===== src/sv/assert_macros.svh =====
// Assertion helpers, clocked on clk with arst_n as the reset.
`ifndef ASSERT_MACROS_SVH
`define ASSERT_MACROS_SVH

// Checked only outside reset.
`define ASSERT_CLK(lbl, prop, msg) \
	lbl: assert property (@(posedge clk) disable iff (!arst_n) (prop)) else $error(msg);

// Checked at every edge, reset included.
`define ASSERT_ALWAYS(lbl, prop, msg) \
	lbl: assert property (@(posedge clk) (prop)) else $error(msg);

`endif


===== src/sv/hds_pkg.sv =====
package hds_pkg;

	localparam int CHANNELS = 8;
	localparam int CH_AW    = (CHANNELS > 1) ? $clog2(CHANNELS) : 1;
	localparam int APB_AW   = 5;

	typedef enum logic [1:0] {
		KIND_SAMPLE = 2'd0,
		KIND_ESTOP  = 2'd1,
		KIND_CLEAR  = 2'd2
	} kind_t;

	typedef enum logic [2:0] {
		REG_MASTER = 3'd0,
		REG_FLOOR  = 3'd1,
		REG_MIN    = 3'd2,
		REG_MAX    = 3'd3,
		REG_STEP   = 3'd4,
		REG_MUTE   = 3'd5
	} reg_idx_t;

	localparam logic [15:0] DEAD_ZONE  = 16'd65;
	localparam logic [15:0] FULL_SCALE = 16'hFFFF;

endpackage


===== src/sv/hds_ifs.sv =====
interface hds_in_if;
	logic               valid;
	logic               ready;
	logic [1:0]         kind;
	logic [2:0]         channel;
	logic signed [17:0] pattern_value;
	logic               channel_on;
	logic [15:0]        channel_intensity;

	modport source (
		output valid, kind, channel, pattern_value, channel_on, channel_intensity,
		input  ready
	);
	modport sink (
		input  valid, kind, channel, pattern_value, channel_on, channel_intensity,
		output ready
	);
endinterface

interface hds_out_if;
	logic        valid;
	logic        ready;
	logic [2:0]  out_channel;
	logic [15:0] drive;
	logic [15:0] envelope;
	logic        written;
	logic        faulted;

	modport source (
		output valid, out_channel, drive, envelope, written, faulted,
		input  ready
	);
	modport sink (
		input  valid, out_channel, drive, envelope, written, faulted,
		output ready
	);
endinterface


===== src/sv/haptic_drive_shaper_slew_top.sv =====
// Channel  Dir  Handshake          Carries
// req      in   valid/ready        kind, channel, pattern_value, channel_on, channel_intensity
// rsp      out  valid/ready        out_channel, drive, envelope, written, faulted
// apb      in   psel/penable       six config registers at 4*i, pready tied high
//
// One item in flight, one step per state in order (MUL1, MUL2, REMAP, FINISH):
// gain multiply, master multiply, remap multiply, then floor/limits/slew with the
// drive memory write. req.ready rises as the result is registered, not before.
// arst_n clears the config to defaults, the fault flag and the drive valid bits
// (drives read as zero until written; estop clears the valid bits at once).
// A waiting result on rsp does not block req; the next one holds in FINISH until drained.
`include "assert_macros.svh"

module haptic_drive_shaper_slew_top (
	input  logic                       clk,
	input  logic                       arst_n,
	input  logic                       psel,
	input  logic                       penable,
	input  logic                       pwrite,
	input  logic [hds_pkg::APB_AW-1:0] paddr,
	input  logic [31:0]                pwdata,
	output logic [31:0]                prdata,
	output logic                       pready,
	hds_in_if.sink                     req,
	hds_out_if.source                  rsp
);
	import hds_pkg::*;

	typedef enum logic [2:0] {IDLE, MUL1, MUL2, REMAP, FINISH} state_t;

	// ---------------- configuration ----------------
	logic [15:0] master_q, floor_q, min_q, max_q, step_q;
	logic        mute_q;
	logic        cfg_wr;
	reg_idx_t    cfg_idx;

	assign pready  = 1'b1;
	assign cfg_wr  = psel && penable && pwrite && pready;
	assign cfg_idx = reg_idx_t'(paddr[4:2]);

	always_ff @(posedge clk or negedge arst_n) begin
		if (!arst_n) begin
			master_q <= FULL_SCALE;
			floor_q  <= '0;
			min_q    <= '0;
			max_q    <= FULL_SCALE;
			step_q   <= FULL_SCALE;
			mute_q   <= 1'b0;
		end else if (cfg_wr) begin
			case (cfg_idx)
				REG_MASTER: master_q <= pwdata[15:0];
				REG_FLOOR:  floor_q  <= pwdata[15:0];
				REG_MIN:    min_q    <= pwdata[15:0];
				REG_MAX:    max_q    <= pwdata[15:0];
				REG_STEP:   step_q   <= pwdata[15:0];
				REG_MUTE:   mute_q   <= pwdata[0];
				default: ;
			endcase
		end
	end

	always_comb begin
		case (cfg_idx)
			REG_MASTER: prdata = {16'b0, master_q};
			REG_FLOOR:  prdata = {16'b0, floor_q};
			REG_MIN:    prdata = {16'b0, min_q};
			REG_MAX:    prdata = {16'b0, max_q};
			REG_STEP:   prdata = {16'b0, step_q};
			REG_MUTE:   prdata = {31'b0, mute_q};
			default:    prdata = '0;
		endcase
	end

	// ---------------- control ----------------
	state_t state_q;
	logic   out_valid_q, fault_q;
	logic   acc, fin;

	assign req.ready = (state_q == IDLE);
	assign acc       = req.valid && req.ready;
	// last step completes once the output register is free or being drained
	assign fin       = (state_q == FINISH) && (!out_valid_q || rsp.ready);

	// ---------------- item capture and drive memory ----------------
	logic [1:0]         kind_q;
	logic [2:0]         ch_q;
	logic signed [17:0] pat_q;
	logic               on_q;
	logic [15:0]        ci_q;
	logic [CH_AW-1:0]   addr_q;
	logic               inr_q;

	logic [4:0]         ch_ext;
	logic [CH_AW-1:0]   rd_addr;
	logic               rd_inr;

	assign ch_ext  = {2'b00, req.channel};
	assign rd_addr = ch_ext[CH_AW-1:0];
	assign rd_inr  = (ch_ext < 5'(CHANNELS));

	logic [15:0]         mem_q [CHANNELS];
	logic [15:0]         rd_q;
	logic [CHANNELS-1:0] vld_q;
	logic                mem_we;
	logic [15:0]         mem_wdata;

	always_ff @(posedge clk) begin
		if (acc) begin
			kind_q <= req.kind;
			ch_q   <= req.channel;
			pat_q  <= req.pattern_value;
			on_q   <= req.channel_on;
			ci_q   <= req.channel_intensity;
			addr_q <= rd_addr;
			inr_q  <= rd_inr;
		end
		if (acc && rd_inr)
			rd_q <= mem_q[rd_addr];
		if (fin && mem_we)
			mem_q[addr_q] <= mem_wdata;
	end

	// ---------------- envelope and remap datapath ----------------
	logic [32:0] prod1_q;
	logic [48:0] prod2_q;
	logic [15:0] env_q;
	logic [32:0] remap_q;
	logic        pat_pos;
	logic [15:0] env_sat;

	assign pat_pos = !pat_q[17] && (pat_q != '0);
	assign env_sat = prod2_q[48] ? FULL_SCALE : prod2_q[47:32];

	always_ff @(posedge clk) begin
		if (state_q == MUL1)
			prod1_q <= pat_pos ? 33'(pat_q[16:0]) * 33'(ci_q) : '0;
		if (state_q == MUL2)
			prod2_q <= 49'(prod1_q) * 49'(master_q);
		if (state_q == REMAP) begin
			env_q   <= env_sat;
			remap_q <= 33'(env_sat) * 33'(17'h10000 - 17'(floor_q));
		end
	end

	// ---------------- finish: floor, duty limits, slew ----------------
	logic [16:0]        v_lift;
	logic [16:0]        v_min;
	logic [15:0]        maxd;
	logic [15:0]        v_cap;
	logic [15:0]        prev;
	logic signed [17:0] delta, step_s;
	logic [17:0]        nv;
	logic               drive_on;
	logic               above_dz;

	assign above_dz = (env_q > DEAD_ZONE);
	assign v_lift   = above_dz ? 17'(floor_q) + remap_q[32:16] : 17'(env_q);
	assign v_min    = (above_dz && (min_q != '0) && (v_lift < 17'(min_q))) ? 17'(min_q) : v_lift;
	assign maxd     = (max_q == '0) ? FULL_SCALE : max_q;
	assign v_cap    = (v_min > 17'(maxd)) ? maxd : v_min[15:0];
	assign prev     = vld_q[addr_q] ? rd_q : '0;
	assign delta    = $signed({2'b00, v_cap}) - $signed({2'b00, prev});
	assign step_s   = $signed({2'b00, step_q});
	assign drive_on = on_q && !mute_q;

	always_comb begin
		if (delta > step_s)
			nv = {2'b00, prev} + {2'b00, step_q};
		else if (delta < -step_s)
			nv = {2'b00, prev} - {2'b00, step_q};
		else
			nv = {2'b00, v_cap};
	end

	logic [2:0]  och_n;
	logic [15:0] drive_n, env_n;
	logic        wr_n, fault_n, clr_all;

	always_comb begin
		och_n     = '0;
		drive_n   = '0;
		env_n     = '0;
		wr_n      = 1'b0;
		fault_n   = fault_q;
		clr_all   = 1'b0;
		mem_we    = 1'b0;
		mem_wdata = '0;
		case (kind_t'(kind_q))
			KIND_SAMPLE: begin
				och_n = ch_q;
				if (!fault_q && inr_q) begin
					wr_n   = 1'b1;
					mem_we = 1'b1;
					if (drive_on) begin
						drive_n   = nv[15:0];
						env_n     = env_q;
						mem_wdata = nv[15:0];
					end
				end
			end
			KIND_ESTOP: begin
				fault_n = 1'b1;
				clr_all = 1'b1;
			end
			KIND_CLEAR: fault_n = 1'b0;
			default: ;
		endcase
	end

	// valid bits: an invalid entry reads as zero drive
	always_ff @(posedge clk or negedge arst_n) begin
		if (!arst_n)
			vld_q <= '0;
		else if (fin && clr_all)
			vld_q <= '0;
		else if (fin && mem_we)
			vld_q[addr_q] <= 1'b1;
	end

	// ---------------- sequencer and output register ----------------
	logic [2:0]  och_q;
	logic [15:0] drive_q, envo_q;
	logic        wr_q, faulto_q;

	always_ff @(posedge clk or negedge arst_n) begin
		if (!arst_n) begin
			state_q     <= IDLE;
			out_valid_q <= 1'b0;
			fault_q     <= 1'b0;
			och_q       <= '0;
			drive_q     <= '0;
			envo_q      <= '0;
			wr_q        <= 1'b0;
			faulto_q    <= 1'b0;
		end else begin
			if (out_valid_q && rsp.ready)
				out_valid_q <= 1'b0;
			case (state_q)
				IDLE:   if (acc) state_q <= MUL1;
				MUL1:   state_q <= MUL2;
				MUL2:   state_q <= REMAP;
				REMAP:  state_q <= FINISH;
				FINISH: begin
					if (fin) begin
						state_q     <= IDLE;
						fault_q     <= fault_n;
						out_valid_q <= 1'b1;
						och_q       <= och_n;
						drive_q     <= drive_n;
						envo_q      <= env_n;
						wr_q        <= wr_n;
						faulto_q    <= fault_n;
					end
				end
				default: state_q <= IDLE;
			endcase
		end
	end

	assign rsp.valid       = out_valid_q;
	assign rsp.out_channel = och_q;
	assign rsp.drive       = drive_q;
	assign rsp.envelope    = envo_q;
	assign rsp.written     = wr_q;
	assign rsp.faulted     = faulto_q;

	// ---------------- checks ----------------
	`ASSERT_CLK(a_start_after_transfer, acc |=> (state_q == MUL1), "item did not start")
	`ASSERT_CLK(a_result_from_finish, $rose(out_valid_q) |-> $past(state_q == FINISH), "stray result")
	`ASSERT_CLK(a_no_write_faulted, out_valid_q |-> !(wr_q && faulto_q), "write while faulted")
	`ASSERT_ALWAYS(a_ready_only_idle, req.ready |-> (state_q == IDLE), "ready while busy")

endmodule


===== src/flat_wrapper.sv =====
// flat-port wrapper written by rule: the top's interface ports become plain ports
module haptic_drive_shaper_slew_top_flat import hds_pkg::*;
  (clk, arst_n, psel, penable, pwrite, paddr, pwdata, prdata, pready, req_valid, req_kind, req_channel, req_pattern_value, req_channel_on, req_channel_intensity, req_ready, rsp_valid, rsp_out_channel, rsp_drive, rsp_envelope, rsp_written, rsp_faulted, rsp_ready);
  hds_in_if req_i ();
  hds_out_if rsp_i ();
  input  logic clk;
  input  logic arst_n;
  input  logic psel;
  input  logic penable;
  input  logic pwrite;
  input  logic [hds_pkg::APB_AW-1:0] paddr;
  input  logic [31:0] pwdata;
  output logic [31:0] prdata;
  output logic pready;
  input wire logic [$bits(req_i.valid)-1:0] req_valid;
  input wire logic [$bits(req_i.kind)-1:0] req_kind;
  input wire logic [$bits(req_i.channel)-1:0] req_channel;
  input wire logic [$bits(req_i.pattern_value)-1:0] req_pattern_value;
  input wire logic [$bits(req_i.channel_on)-1:0] req_channel_on;
  input wire logic [$bits(req_i.channel_intensity)-1:0] req_channel_intensity;
  output wire logic [$bits(req_i.ready)-1:0] req_ready;
  output wire logic [$bits(rsp_i.valid)-1:0] rsp_valid;
  output wire logic [$bits(rsp_i.out_channel)-1:0] rsp_out_channel;
  output wire logic [$bits(rsp_i.drive)-1:0] rsp_drive;
  output wire logic [$bits(rsp_i.envelope)-1:0] rsp_envelope;
  output wire logic [$bits(rsp_i.written)-1:0] rsp_written;
  output wire logic [$bits(rsp_i.faulted)-1:0] rsp_faulted;
  input wire logic [$bits(rsp_i.ready)-1:0] rsp_ready;
  assign req_i.valid = req_valid;
  assign req_i.kind = req_kind;
  assign req_i.channel = req_channel;
  assign req_i.pattern_value = req_pattern_value;
  assign req_i.channel_on = req_channel_on;
  assign req_i.channel_intensity = req_channel_intensity;
  assign req_ready = req_i.ready;
  assign rsp_valid = rsp_i.valid;
  assign rsp_out_channel = rsp_i.out_channel;
  assign rsp_drive = rsp_i.drive;
  assign rsp_envelope = rsp_i.envelope;
  assign rsp_written = rsp_i.written;
  assign rsp_faulted = rsp_i.faulted;
  assign rsp_i.ready = rsp_ready;
  haptic_drive_shaper_slew_top u_core (.clk(clk), .arst_n(arst_n), .psel(psel), .penable(penable), .pwrite(pwrite), .paddr(paddr), .pwdata(pwdata), .prdata(prdata), .pready(pready), .req(req_i), .rsp(rsp_i));
endmodule

===== config.mk =====
export PLATFORM = sky130hd
export DESIGN_NAME = haptic_drive_shaper_slew_top_flat
export DESIGN_NICKNAME = d
export VERILOG_FILES = /design/src/sv/hds_pkg.sv /design/src/sv/hds_ifs.sv /design/src/sv/haptic_drive_shaper_slew_top.sv /design/src/flat_wrapper.sv
export VERILOG_INCLUDE_DIRS = /design/src /design/src/sv
export SDC_FILE = /design/constraint.sdc
export NUM_CORES = 2
export LEC_CHECK = 0
export ABC_AREA = 1
export BUFFER_PORTS_ARGS = -buffer_cell sky130_fd_sc_hd__clkbuf_2
export CELL_PAD_IN_SITES_DETAIL_PLACEMENT = 1
export CELL_PAD_IN_SITES_GLOBAL_PLACEMENT = 1
export CORE_MARGIN = 3
export CORE_UTILIZATION = 40
export CTS_BUF_LIST = sky130_fd_sc_hd__clkbuf_2
export DETAILED_ROUTE_END_ITERATION = 7
export GPL_ROUTABILITY_DRIVEN = 0
export PLACE_DENSITY_LB_ADDON = 0.1
export SYNTH_ARGS = -nofsm -noshare
export SYNTH_HDL_FRONTEND = slang
export SYNTH_SLANG_ARGS = --single-unit

===== constraint.sdc =====
create_clock -name clk -period 15.4 [get_ports clk]
set_input_delay 2.31 -clock clk [delete_from_list [all_inputs] [get_ports clk]]
set_output_delay 2.31 -clock clk [all_outputs]
set_load 0.1 [all_outputs]

==> results.json <==
{
  "grt_pass1_wl_um": 279000,
  "die_h_um": 377,
  "regArea_mm2": 0.0113,
  "synthDistinctLibCells": 61,
  "dp_hpwl_um": 138000,
  "synth-seq-cells": 397,
  "multiInputGateArea_mm2": 0.0373,
  "status": "complete, no violations",
  "io_pins": 156,
  "rrSetupSlack_ns": 4.19,
  "wl_met2_um": 83900,
  "postCtsHoldBufs": 0,
  "hold_viol": 0,
  "r2r-end": "u_core.mem_q[7][15]$_DFFE_PP_",
  "fin_area_mm2": 0.0584,
  "clkLatencyLatePin_ns": 1.45,
  "start_util_pct": 40.5,
  "ys_seq_area_share_pct": 20.5,
  "drive_gt1_share_pct": 7.22,
  "numClockSinks": 397,
  "synth_warnings": 0,
  "synthArstFlopShare_pct": 32.7,
  "hold_class": "register to register",
  "pre_cts_ws_ns": 4.31,
  "synth_area_mm2": 0.0552,
  "synthTopCellsByCount": "nand2_1, inv_1, fa_1",
  "cts_tree": "built",
  "root_buffer": "clkbuf_2",
  "yosys.area_share.simple_pct": 16.9,
  "reg2regPathDepth": 59,
  "cts-htree-levels": 3,
  "path_class": "register to register",
  "synth_mux_area_share_pct": 0.0181,
  "setup_viol": 0,
  "drc": 0,
  "wl_met3_um": 7210,
  "synth_compound_area_share_pct": 7.75,
  "drv_cap": 0,
  "cp_data_arrival_time_ns": 12.36,
  "grt_pass1_vias": 48300,
  "max_freq_ghz": 0.0892,
  "critPathTopFamily": "simple AND/OR/NAND/NOR gates",
  "crit_end": "u_core.mem_q[7][15]$_DFFE_PP_",
  "routed_wl_um": 176000,
  "period_share_pct": 72.8,
  "ant_nets": 0,
  "die-area_mm2": 0.142,
  "skew_ns": 0.150,
  "critical-path-slowest-cell": "dfrtp_1",
  "synth_fa_ha_area_share_pct": 41.2,
  "post-cts-setup-buffers": 0,
  "setup_ws_ns": 4.19,
  "drv_slew": 0,
  "worstPathRequired_ns": 16.55,
  "clk_pin_slew_worst_paths_ns": 0.09,
  "overflow": 0,
  "synth_top_family_by_area": "adder cells",
  "cts_buffers": 108,
  "placed_cell_area_mm2": 0.0573,
  "drtIter0Drc": 2468,
  "synth.avg_cell_area_um2": 8.35,
  "synth-edff-count": 267,
  "antenna_found_initial": 7,
  "worst_r2r_startpoint": "u_core.floor_q[0]$_DFFE_PN0P_",
  "synthCells": 6611,
  "rows": 135,
  "drtPass1Iterations": 5,
  "fillCellCount": 16500,
  "area_delta_synth_final_pct": 5.73,
  "slew_headroom_pct": 11.7,
  "yosys-top-cells-area": "fa_1, edfxtp_1, nand2_1, ha_1, inv_1",
  "clock_path_buffers": 3,
  "cpMostUsedCell": "nand2_1",
  "nets": 7986,
  "endpoint_kind": "register",
  "startpoint_type": "register",
  "startpoint": "u_core.floor_q[0]$_DFFE_PN0P_",
  "numPortBuffers": 120,
  "core_area_mm2": 0.136,
  "rsz0062_at_grt": "false",
  "grt_use_total_pct": 25.4,
  "met1_length_um": 81000,
  "post_drt_via_cell_ratio": 5.17,
  "fin_crit_ns": 11.21,
  "netlist.area_leader.share_pct": 30.8,
  "wl_per_cell_um": 20.7,
  "timing.hold.ws_ns": 0.486,
  "ctsResizeCount": 0,
  "cp_max_fo": 21,
  "vias": 43800,
  "dominantRegCellSynth": "edfxtp_1",
  "totalNegativeSetupSlack_ns": 0,
  "synthXorXnorAreaFrac_pct": 1.44,
  "route.top_layer_used": "met4",
  "fp.dieW_um": 377,
  "critPathBufInv": 7,
  "worst_pin_slew_ns": 1.31,
  "crit_path_max_incr_delay_ns": 0.64,
  "path_depth": 59,
  "synth_largest_area_cell": "fa_1",
  "synth_most_common_cell": "nand2_1",
  "grt_max_degree": 93
}
## worst min path at each step
| stage | endpoint | cells after the start | slack (ns) | start |
|---|---|---|---|---|
| after detailed placement | u_core.rsp.envelope[6]$_DFFE_PN0P_ | 2 | 0.47 | u_core.rsp.envelope[6]$_DFFE_PN0P_ |
| after global routing | u_core.rsp.drive[12]$_DFFE_PN0P_ | 2 | 0.52 | u_core.rsp.drive[12]$_DFFE_PN0P_ |
| after floorplan | u_core.min_q[10]$_DFFE_PN0P_ | 2 | 0.45 | u_core.min_q[10]$_DFFE_PN0P_ |
| after global placement | u_core.rsp.envelope[0]$_DFFE_PN0P_ | 2 | 0.46 | u_core.rsp.envelope[0]$_DFFE_PN0P_ |
| after CTS | u_core.rsp.envelope[6]$_DFFE_PN0P_ | 2 | 0.49 | u_core.rsp.envelope[6]$_DFFE_PN0P_ |
| final | u_core.rsp.envelope[6]$_DFFE_PN0P_ | 2 | 0.49 | u_core.rsp.envelope[6]$_DFFE_PN0P_ |
## per-layer routing
metal | GRT usage, % | vias up
met3 | 2.78 | 201
met4 | 5.71 | 0
met5 | 0 | -
met2 | 43.0 | 848
met1 | 34.9 | 22600
li1 | - | 20200
## area by class of cell
class                      instances  area share [%]
sequential                       397            19.4
clock inverter                    50           0.487
tap                             1781            3.82
antenna                            7          0.0300
timing repair buffer             177            1.77
multi-input combinational       4468            63.9
inverter                        1444            9.29
clock buffer                     154            1.32
## worst min-delay path, stage by stage, from the launching register on
cell and delay, ns:
dfrtp_1 0.35, nand2_1 0.05, nand2_1 0.05
## cell usage in the layout (no fill, tap or decap), types with 82 or more instances in the layout
master,n
edfxtp_1,267
ha_1,456
nand2_1,1574
dfrtp_1,82
a21oi_1,220
inv_1,1421
fa_1,850
o21ai_0,279
nor2_1,446
clkbuf_2,273
nand3_1,137
## metrics by stage
step	util, %	instances
floorplan	-	6626
global placement	42.0	8267
detailed placement	42.0	8267
CTS	42.8	8471
global route	42.8	8476
finish	42.8	8478
## sequential cells by signal, indices dropped and copies added (netlist names), 2 cells and up
| signal | cells |
|---|---|
| u_core.mem_q | 128 |
| u_core.prod1_q | 33 |
| u_core.pat_q | 18 |
| u_core.prod2_q | 17 |
| u_core.remap_q | 17 |
| u_core.ci_q | 16 |
| u_core.env_q | 16 |
| u_core.floor_q | 16 |
| u_core.master_q | 16 |
| u_core.max_q | 16 |
| u_core.min_q | 16 |
| u_core.rd_q | 16 |
| u_core.rsp.drive | 16 |
| u_core.rsp.envelope | 16 |
| u_core.step_q | 16 |
| u_core.vld_q | 8 |
| u_core.ch_q | 3 |
| u_core.rsp.out_channel | 3 |
| u_core.state_q | 3 |
| u_core.kind_q | 2 |
## cell families (layout without fill, tap and decap cells)
group | Yosys count | in the layout
adder cells (fa/ha/maj) | 1306 | 1306
other | 2 | 24
multiplexers | 1 | 1
flip-flops | 397 | 397
XOR/XNOR | 91 | 91
AO/OA/AOI/OAI | 741 | 741
AND/OR/NAND/NOR | 2312 | 2312
buffers and inverters | 1761 | 1825
Power is not shown: default switching activity piles up to over one toggle a cycle in this logic, so the estimate is an artifact.
